[src/sv/sca_pkg.sv]
// ----------------------------------------------------------------------------
// sca_pkg: shared types and constants of the answer-to-reset parser
// Word layouts, phase codes, byte kinds and status codes.
// ----------------------------------------------------------------------------
package sca_pkg;

    // parse phases, one-hot
    typedef enum logic [6:0] {
        PH_TS    = 7'b0000001,
        PH_T0    = 7'b0000010,
        PH_IFACE = 7'b0000100,
        PH_HIST  = 7'b0001000,
        PH_TCK   = 7'b0010000,
        PH_DONE  = 7'b0100000,
        PH_ERR   = 7'b1000000
    } phase_t;

    // byte classification codes
    localparam logic [3:0] KIND_TS   = 4'd0;
    localparam logic [3:0] KIND_T0   = 4'd1;
    localparam logic [3:0] KIND_TA   = 4'd2;
    localparam logic [3:0] KIND_TD   = 4'd5;
    localparam logic [3:0] KIND_HIST = 4'd6;
    localparam logic [3:0] KIND_TCK  = 4'd7;
    localparam logic [3:0] KIND_BAD  = 4'd8;

    // verdict codes
    localparam logic [1:0] STATUS_BUSY = 2'd0;
    localparam logic [1:0] STATUS_OK   = 2'd1;
    localparam logic [1:0] STATUS_ERR  = 2'd2;

    localparam logic [7:0] TS_DIRECT  = 8'h3B;
    localparam logic [7:0] TS_INVERSE = 8'h3F;
    localparam logic [3:0] PROTO_T1   = 4'd1;
    localparam logic [4:0] GROUP_MAX  = 5'd31;
    localparam logic [5:0] COUNT_MAX  = 6'd63;
    localparam logic [5:0] COUNT_MIN  = 6'd2;

    typedef struct packed {
        logic [7:0] atr_byte;
        logic       last_byte;
    } item_t;

    typedef struct packed {
        logic [3:0] byte_kind;
        logic [4:0] group_number;
        logic [7:0] byte_value;
        logic [1:0] status;
        logic       final_res;
        logic       inverse_convention;
        logic       t1_offered;
        logic [3:0] historical_length;
        logic       check_byte_present;
    } result_t;

endpackage

[src/sv/sca_in_reg.sv]
// ----------------------------------------------------------------------------
// sca_in_reg: input word register
// Holds one accepted word until the parse stage takes it.
// ----------------------------------------------------------------------------
module sca_in_reg (
    input  logic           aclk,
    input  logic           aresetn,
    input  logic           in_valid,
    output logic           in_ready,
    input  sca_pkg::item_t in_item,
    output logic           out_valid,
    input  logic           out_ready,
    output sca_pkg::item_t out_item
);

    logic           valid_reg;
    logic           valid_next;
    sca_pkg::item_t item_reg;

    assign in_ready   = !valid_reg || out_ready;
    assign valid_next = in_ready ? in_valid : valid_reg;
    assign out_valid  = valid_reg;
    assign out_item   = item_reg;

    always_ff @(posedge aclk) begin
        if (!aresetn) begin
            valid_reg <= 1'b0;
        end else begin
            valid_reg <= valid_next;
        end
    end

    always_ff @(posedge aclk) begin
        if (in_ready && in_valid) begin
            item_reg <= in_item;
        end
    end

endmodule

[src/sv/sca_parse.sv]
// ----------------------------------------------------------------------------
// sca_parse: answer-to-reset parse state and byte classification
// Classifies one byte per take strobe and advances the parse state.
// ----------------------------------------------------------------------------
module sca_parse #(
    parameter int MAX_ATR_BYTES = 33
) (
    input  logic             aclk,
    input  logic             aresetn,
    input  logic             take,
    input  sca_pkg::item_t   item,
    output sca_pkg::result_t result
);

    localparam logic [5:0] MaxBytes = 6'(MAX_ATR_BYTES);

    sca_pkg::phase_t phase_reg, phase_next;
    logic [3:0] pend_reg, pend_next;
    logic [4:0] group_reg, group_next;
    logic [3:0] hist_left_reg, hist_left_next;
    logic [3:0] hist_total_reg, hist_total_next;
    logic [7:0] xor_reg, xor_next;
    logic [5:0] count_reg, count_next;
    logic       t1_reg, t1_next;
    logic       inv_reg, inv_next;
    logic       err_reg, err_next;
    logic       tck_reg, tck_next;

    logic [7:0] b;
    logic [3:0] kind;
    logic [4:0] grp;
    logic [1:0] slot;
    logic [3:0] pend_cleared;
    logic       too_long;
    sca_pkg::phase_t phase_cur;

    // where the parse goes once the interface bytes are done
    function automatic sca_pkg::phase_t after_iface(input logic [3:0] hl, input logic t1);
        sca_pkg::phase_t ph;
        if (hl != 4'd0) begin
            ph = sca_pkg::PH_HIST;
        end else if (t1) begin
            ph = sca_pkg::PH_TCK;
        end else begin
            ph = sca_pkg::PH_DONE;
        end
        return ph;
    endfunction

    assign b = item.atr_byte;

    // lowest pending interface byte among ta, tb, tc, else td
    always_comb begin
        if (pend_reg[0]) begin
            slot = 2'd0;
        end else if (pend_reg[1]) begin
            slot = 2'd1;
        end else if (pend_reg[2]) begin
            slot = 2'd2;
        end else begin
            slot = 2'd3;
        end
        pend_cleared = pend_reg & ~(4'd1 << slot);
    end

    always_comb begin
        phase_next      = phase_reg;
        pend_next       = pend_reg;
        group_next      = group_reg;
        hist_left_next  = hist_left_reg;
        hist_total_next = hist_total_reg;
        xor_next        = xor_reg;
        t1_next         = t1_reg;
        inv_next        = inv_reg;
        err_next        = err_reg;
        tck_next        = tck_reg;
        kind            = sca_pkg::KIND_BAD;
        grp             = 5'd0;

        too_long  = (count_reg >= MaxBytes) && (phase_reg != sca_pkg::PH_ERR);
        phase_cur = phase_reg;
        if (too_long) begin
            err_next  = 1'b1;
            phase_cur = sca_pkg::PH_ERR;
        end else if (phase_reg != sca_pkg::PH_TS && phase_reg != sca_pkg::PH_ERR) begin
            xor_next = xor_reg ^ b;
        end
        phase_next = phase_cur;

        count_next = (count_reg < sca_pkg::COUNT_MAX) ? count_reg + 6'd1 : count_reg;

        unique case (phase_cur)
            sca_pkg::PH_TS: begin
                if (b == sca_pkg::TS_DIRECT || b == sca_pkg::TS_INVERSE) begin
                    kind       = sca_pkg::KIND_TS;
                    inv_next   = (b == sca_pkg::TS_INVERSE);
                    phase_next = sca_pkg::PH_T0;
                end else begin
                    err_next   = 1'b1;
                    phase_next = sca_pkg::PH_ERR;
                end
            end
            sca_pkg::PH_T0: begin
                kind            = sca_pkg::KIND_T0;
                pend_next       = b[7:4];
                hist_left_next  = b[3:0];
                hist_total_next = b[3:0];
                if (b[7:4] != 4'd0) begin
                    group_next = 5'd1;
                    phase_next = sca_pkg::PH_IFACE;
                end else begin
                    phase_next = after_iface(b[3:0], t1_reg);
                end
            end
            sca_pkg::PH_IFACE: begin
                kind      = sca_pkg::KIND_TA + {2'b00, slot};
                grp       = group_reg;
                pend_next = pend_cleared;
                if (slot == 2'd3) begin
                    // td byte: protocol nibble and next group's presence
                    if (b[3:0] == sca_pkg::PROTO_T1) begin
                        t1_next = 1'b1;
                    end
                    if (b[3:0] > sca_pkg::PROTO_T1) begin
                        err_next   = 1'b1;
                        phase_next = sca_pkg::PH_ERR;
                    end else begin
                        pend_next = b[7:4];
                        if (b[7:4] != 4'd0 && group_reg < sca_pkg::GROUP_MAX) begin
                            group_next = group_reg + 5'd1;
                        end
                        if (b[7:4] == 4'd0) begin
                            phase_next = after_iface(hist_left_reg, t1_next);
                        end
                    end
                end else if (pend_cleared == 4'd0) begin
                    phase_next = after_iface(hist_left_reg, t1_reg);
                end
            end
            sca_pkg::PH_HIST: begin
                kind           = sca_pkg::KIND_HIST;
                hist_left_next = hist_left_reg - 4'd1;
                if (hist_left_reg == 4'd1) begin
                    phase_next = t1_reg ? sca_pkg::PH_TCK : sca_pkg::PH_DONE;
                end
            end
            sca_pkg::PH_TCK: begin
                kind     = sca_pkg::KIND_TCK;
                tck_next = 1'b1;
                if (xor_next != 8'd0) begin
                    err_next   = 1'b1;
                    phase_next = sca_pkg::PH_ERR;
                end else begin
                    phase_next = sca_pkg::PH_DONE;
                end
            end
            sca_pkg::PH_DONE: begin
                err_next   = 1'b1;
                phase_next = sca_pkg::PH_ERR;
            end
            default: begin
                kind = sca_pkg::KIND_BAD;
            end
        endcase

        result.byte_kind          = kind;
        result.group_number       = grp;
        result.byte_value         = b;
        result.final_res          = item.last_byte;
        result.inverse_convention = inv_next;
        result.t1_offered         = t1_next;
        result.historical_length  = hist_total_next;
        result.check_byte_present = tck_next;
        if (!item.last_byte) begin
            result.status = sca_pkg::STATUS_BUSY;
        end else if (err_next || count_next < sca_pkg::COUNT_MIN || count_next > MaxBytes
                     || phase_next != sca_pkg::PH_DONE) begin
            result.status = sca_pkg::STATUS_ERR;
        end else begin
            result.status = sca_pkg::STATUS_OK;
        end
    end

    always_ff @(posedge aclk) begin
        if (!aresetn || (take && item.last_byte)) begin
            phase_reg      <= sca_pkg::PH_TS;
            pend_reg       <= 4'd0;
            group_reg      <= 5'd0;
            hist_left_reg  <= 4'd0;
            hist_total_reg <= 4'd0;
            xor_reg        <= 8'd0;
            count_reg      <= 6'd0;
            t1_reg         <= 1'b0;
            inv_reg        <= 1'b0;
            err_reg        <= 1'b0;
            tck_reg        <= 1'b0;
        end else if (take) begin
            phase_reg      <= phase_next;
            pend_reg       <= pend_next;
            group_reg      <= group_next;
            hist_left_reg  <= hist_left_next;
            hist_total_reg <= hist_total_next;
            xor_reg        <= xor_next;
            count_reg      <= count_next;
            t1_reg         <= t1_next;
            inv_reg        <= inv_next;
            err_reg        <= err_next;
            tck_reg        <= tck_next;
        end
    end

endmodule

[src/sv/smart_card_atr_parser.sv]
// ----------------------------------------------------------------------------
// smart_card_atr_parser: streaming answer-to-reset parser
// Classifies each answer-to-reset byte and reports the verdict on the last one.
// ----------------------------------------------------------------------------
// One word in gives exactly one word out. A byte goes through an input
// register, is classified combinationally against the parse state, and lands
// in the output register, so the block takes a new byte every cycle while
// m_tready stays high. The result word shows up on the master side once its
// byte has passed the input and output registers, and is held there while
// m_tready is low. The parse state (ts check, t0 decode, the ta/tb/tc/td chain,
// historical byte count and the tck checksum) advances once per byte and clears
// after the byte marked with s_tlast. The verdict in the status field is 0 on
// every byte but the last, then 1 for an accepted answer-to-reset or 2 for a
// parse error (bad ts, bad td protocol, bad checksum, too few or too many
// bytes, missing or excess byte). Flag fields show the state after the byte.
module smart_card_atr_parser #(
    parameter int MAX_ATR_BYTES = 33  // longest legal answer-to-reset, 2 to 63
) (
    input  logic        aclk,
    input  logic        aresetn,
    // input words: one received byte each
    input  logic        s_tvalid,
    output logic        s_tready,
    input  logic [7:0]  s_tdata,   // [7:0] atr_byte
    input  logic        s_tlast,   // last_byte
    // result words: one per input byte
    output logic        m_tvalid,
    input  logic        m_tready,
    // [4:0] group_number, [12:5] byte_value, [14:13] status,
    // [15] inverse_convention, [16] t1_offered, [20:17] historical_length,
    // [21] check_byte_present, [23:22] zero
    output logic [23:0] m_tdata,
    output logic [3:0]  m_tuser,   // [3:0] byte_kind
    output logic        m_tlast    // final_res
);

    sca_pkg::item_t   s_item;
    sca_pkg::item_t   q_item;
    sca_pkg::result_t res;
    sca_pkg::result_t res_reg;
    logic             q_valid;
    logic             q_ready;
    logic             m_valid_reg;
    logic             m_valid_next;
    logic             advance;

    assign s_item.atr_byte  = s_tdata;
    assign s_item.last_byte = s_tlast;

    // input register stage
    sca_in_reg u_in_reg (
        .aclk      (aclk),
        .aresetn   (aresetn),
        .in_valid  (s_tvalid),
        .in_ready  (s_tready),
        .in_item   (s_item),
        .out_valid (q_valid),
        .out_ready (q_ready),
        .out_item  (q_item)
    );

    // output register is free or being emptied this cycle
    assign q_ready = !m_valid_reg || m_tready;
    assign advance = q_valid && q_ready;

    // classification and parse state
    sca_parse #(
        .MAX_ATR_BYTES (MAX_ATR_BYTES)
    ) u_parse (
        .aclk    (aclk),
        .aresetn (aresetn),
        .take    (advance),
        .item    (q_item),
        .result  (res)
    );

    assign m_valid_next = q_ready ? q_valid : m_valid_reg;

    always_ff @(posedge aclk) begin
        if (!aresetn) begin
            m_valid_reg <= 1'b0;
        end else begin
            m_valid_reg <= m_valid_next;
        end
    end

    always_ff @(posedge aclk) begin
        if (advance) begin
            res_reg <= res;
        end
    end

    // pack the result word
    assign m_tvalid = m_valid_reg;
    assign m_tuser  = res_reg.byte_kind;
    assign m_tlast  = res_reg.final_res;
    assign m_tdata  = {2'b00,
                       res_reg.check_byte_present,
                       res_reg.historical_length,
                       res_reg.t1_offered,
                       res_reg.inverse_convention,
                       res_reg.status,
                       res_reg.byte_value,
                       res_reg.group_number};

endmodule

[config.mk]
export PLATFORM = sky130hd
export DESIGN_NAME = smart_card_atr_parser
export DESIGN_NICKNAME = d
export VERILOG_FILES = /design/src/sv/sca_pkg.sv /design/src/sv/sca_in_reg.sv /design/src/sv/sca_parse.sv /design/src/sv/smart_card_atr_parser.sv
export SDC_FILE = /design/constraint.sdc
export NUM_CORES = 1
export LEC_CHECK = 0
export BUFFER_PORTS_ARGS = -buffer_cell sky130_fd_sc_hd__buf_2
export CAP_MARGIN = 20
export CORE_MARGIN = 10
export CORE_UTILIZATION = 57
export DETAILED_ROUTE_END_ITERATION = 16
export PLACE_DENSITY = 0.77
export SLEW_MARGIN = 10
export SYNTH_ARGS = -nofsm -noshare
export SYNTH_HDL_FRONTEND = slang
export SYNTH_HIERARCHICAL = 1
export SYNTH_SLANG_ARGS = --single-unit
[constraint.sdc]
create_clock -name aclk -period 3.11 [get_ports aclk]
set_input_delay 0.311 -clock aclk [delete_from_list [all_inputs] [get_ports aclk]]
set_output_delay 0.311 -clock aclk [all_outputs]
set_load 0.02 [all_outputs]
==> flow_summary.json <==
{
  "run_status": "complete, no violations",
  "cp-start-kind": "flip-flop",
  "timing_worst_setup_path_type": "reg2reg",
  "p_sw_w": 0.000662,
  "share_seq_of_total_power_pct": 53.0,
  "worst_hold_startpoint": "s_tdata[2]",
  "dieArea_um2": 11600,
  "clockRootBuffer": "sky130_fd_sc_hd__clkbuf_8",
  "drcViolationCount": 0,
  "setup_viol": 0,
  "routedWlPerCell_um": 17.7,
  "critical_path.top_delay_family": "compound AO/OA/AOI/OAI gates",
  "post_cts_hold_buffer_count": 0,
  "fmax_mhz": 337,
  "r2r_endpoint": "m_tdata[13]$_DFFE_PP_",
  "max_slew.worst_pin.slew_ps": 919,
  "final.min_clock_period_ps": 2970,
  "timing.final.hold_violations": 0,
  "dpl.cell_count": 579,
  "crit_required_ps": 3220,
  "grt_pass1_wl_um": 17800,
  "finalSetupTns_ps": 0,
  "clkLatencyLatePin_ps": 360,
  "unrepaired_setup_endpoints_after_global_routing": "no",
  "maxSlewViolCount": 0,
  "p_clk_share_pct": 31.3,
  "worst-path-buf-inv": 1,
  "tritoncts_num_sinks": 80,
  "drt-total-wl_um": 10500,
  "slowest_stage": "sky130_fd_sc_hd__a31oi_1",
  "ys_async_sr_fraction_pct": 0,
  "layout-drive-gt1-share_pct": 19.0,
  "worst_setup_path_startpoint": "u_parse/count_reg[0]$_SDFFE_PP0P_",
  "ctsLongestPathBuffers": 2,
  "synth-edff-count": 36,
  "cpPeakStageDelay_ps": 540,
  "area_growth_from_synthesis_to_layout_pct": 7.59,
  "drv_cap": 0,
  "ir_drop_uv": 264,
  "antenna_left": 0,
  "fin_nets": 511,
  "floorplan.die.width_um": 108,
  "core_region_area_um2": 7370,
  "sw_frac_of_total_pct": 29.6,
  "yosys_warnings": 6,
  "worst_slew_margin_rel_pct": 38.5,
  "grt_start_max_net_pins": 36,
  "timing.final.crit_share_pct": 95.5,
  "tritoncts": "yes",
  "via_count": 3639,
  "die_h_um": 108,
  "syn_area_per_cell_um2": 9.31,
  "hold-worst-slack_ps": 122,
  "r2r-start": "u_parse/count_reg[0]$_SDFFE_PP0P_",
  "yosys_reg_bits": 80,
  "power_leakage_nw": 1.71,
  "cts_inserted_buffers": 9,
  "path_clk_slew_ps": 90,
  "number_of_antenna_cells_inserted": 0,
  "setup.reg_to_reg.worst_slack_ps": 140,
  "drt-vias-per-instance": 6.12,
  "worst_setup_path_endpoint": "m_tdata[13]$_DFFE_PP_",
  "start_util_pct": 59.7,
  "flip_flop_count_of_the_largest_register_all_copies_and_words_added": 22,
  "path_depth": 9,
  "portBuffers": 41,
  "cp_data_arrival_time_ps": 3080,
  "ctsHtreeMaxLevel": 3,
  "power_per_cell_area_nw_per_um2": 472,
  "finalClockSkew_ps": 7.78,
  "ff2ff_path_depth": 9,
  "grt_remaining_overflow": 0,
  "final_cell_mix": "61 x sky130_fd_sc_hd__nor2_1, 44 x sky130_fd_sc_hd__dfxtp_1, 41 x sky130_fd_sc_hd__buf_2",
  "p_int_w": 0.00157,
  "combinationalPowerShare_pct": 15.7,
  "hpwlAfterDp_um": 7590,
  "gr-usage-all-layers_pct": 18.9,
  "synth.distinct_cells": 73,
  "gpl.final_weighted_congestion": 0.999,
  "drt_first_pass_iters": 5,
  "final_cell_count_no_fill": 595,
  "path_max_fanout": 15,
  "layout.filler_cells": 634,
  "sequential_share_of_the_synthesized_area_pct": 44.6,
  "worstPathCellList": "inv_1 -> ha_1 -> nor4b_1 -> a31oi_1 -> nor2_1 -> a311oi_1 -> nand3_1 -> o2111a_1 -> and4_1",
  "drt-initial-drc-count": 354,
  "number_of_gates_given_a_new_drive_strength_after_cts": 0,
  "synth_cells": 473,
  "grt_antenna_before_repair": 0,
  "synthesis.area_um2": 4400,
  "layout_commonest_cell": "sky130_fd_sc_hd__nor2_1",
  "setup.worst_path.end_class": "flip-flop",
  "min_path_type": "in2reg",
  "first_global_vias": 3540,
  "ys_dominant_reg_cell": "sky130_fd_sc_hd__dfxtp_1",
  "placementRows": 31,
  "cts_setup_buffers": 0,
  "boundaryPins": 44
}
## metrics by stage
step           util [%]  total power (W)  setup slack [ps]  cell area (um^2)
2_1_floorplan         -          0.00147               809              4410
3_3_place_gp       61.9          0.00154               380              4560
3_5_place_dp       61.9          0.00155               248              4560
4_1_cts            64.3          0.00224               223              4740
5_1_grt            64.3          0.00233              19.7              4740
6_report           64.3          0.00223               141              4740
## per-layer routing
layer	share of wire [%]	wire (um)	vias to the layer above	GRT usage, %
met5	0	0	-	0
met4	2.5	265	0	8.59
met1	44	4630	1745	24.3
met2	46	4810	136	29.3
li1	-	-	1736	-
met3	7.7	812	22	4.61
## worst register-to-register path, stage by stage (launching register included)
cell and delay, ps:
sky130_fd_sc_hd__dfxtp_1 410, sky130_fd_sc_hd__inv_1 100, sky130_fd_sc_hd__ha_1 210, sky130_fd_sc_hd__nor4b_1 140
sky130_fd_sc_hd__a31oi_1 540, sky130_fd_sc_hd__nor2_1 400, sky130_fd_sc_hd__a311oi_1 400, sky130_fd_sc_hd__nand3_1 130
sky130_fd_sc_hd__o2111a_1 190, sky130_fd_sc_hd__and4_1 200
## power by group through the flow
stage               Sequential, W  Combinational [W]  Clock, W
floorplan                 0.00121           0.000254         0
global placement          0.00121           0.000339         0
detailed placement        0.00121           0.000343         0
CTS                       0.00118           0.000346  0.000715
global route              0.00119           0.000385  0.000750
finish                    0.00118           0.000351  0.000700
## Yosys cell counts (7+ instances only)
library cell               instances  area share (%)
sky130_fd_sc_hd__xnor2_1           7             1.4
sky130_fd_sc_hd__nor2_1           61             5.2
sky130_fd_sc_hd__nand3_1          18             2.0
sky130_fd_sc_hd__xor2_1           14             2.8
sky130_fd_sc_hd__inv_1            14             1.2
sky130_fd_sc_hd__and2_1            7            0.99
sky130_fd_sc_hd__nand2_1          31             2.6
sky130_fd_sc_hd__nor3_1           14             1.6
sky130_fd_sc_hd__buf_2             9             1.0
sky130_fd_sc_hd__nand4_1           8             1.1
sky130_fd_sc_hd__edfxtp_1         36              25
sky130_fd_sc_hd__ha_1              7             2.0
sky130_fd_sc_hd__o21ai_0          14             1.6
sky130_fd_sc_hd__buf_4            14             2.4
sky130_fd_sc_hd__dfxtp_1          44              20
sky130_fd_sc_hd__a31oi_1          11             1.6
sky130_fd_sc_hd__clkbuf_1         18             1.5
sky130_fd_sc_hd__a21oi_1          21             2.4
## worst min-delay path by stage
stage,endpoint,slack (ps),cells past startpoint
6_report,u_in_reg/out_item[3]$_DFFE_PP_,120,1
5_1_grt,u_in_reg/out_item[3]$_DFFE_PP_,120,1
4_1_cts,u_in_reg/out_item[1]$_DFFE_PP_,110,1
3_5_place_dp,u_parse/tck_reg$_SDFFE_PP0P_,460,2
3_3_place_gp,u_parse/tck_reg$_SDFFE_PP0P_,450,2
2_1_floorplan,u_in_reg/out_item[0]$_DFFE_PP_,410,0
## layout make-up
class / instances / area, um^2 / area share, %
clock buffers: 10 / 128 / 2.69
multi-input cells: 335 / 2140 / 45.3
clock inverters: 6 / 50.0 / 1.06
inverters: 15 / 56.3 / 1.19
well taps: 99 / 124 / 2.62
flip-flops and latches: 80 / 1960 / 41.4
repair buffers: 50 / 273 / 5.76
## logic make-up after synthesis
logic type	count (synthesis)	share of synthesized area, %
compound gates	103	16.3
xor+xnor	21	4.18
fa+ha+maj	9	2.44
buf+inv	59	6.82
flops	80	44.6
mux	9	2.22
other cells	1	0.0852
simple gates	191	23.4
Power figures use the tool's default switching activity.
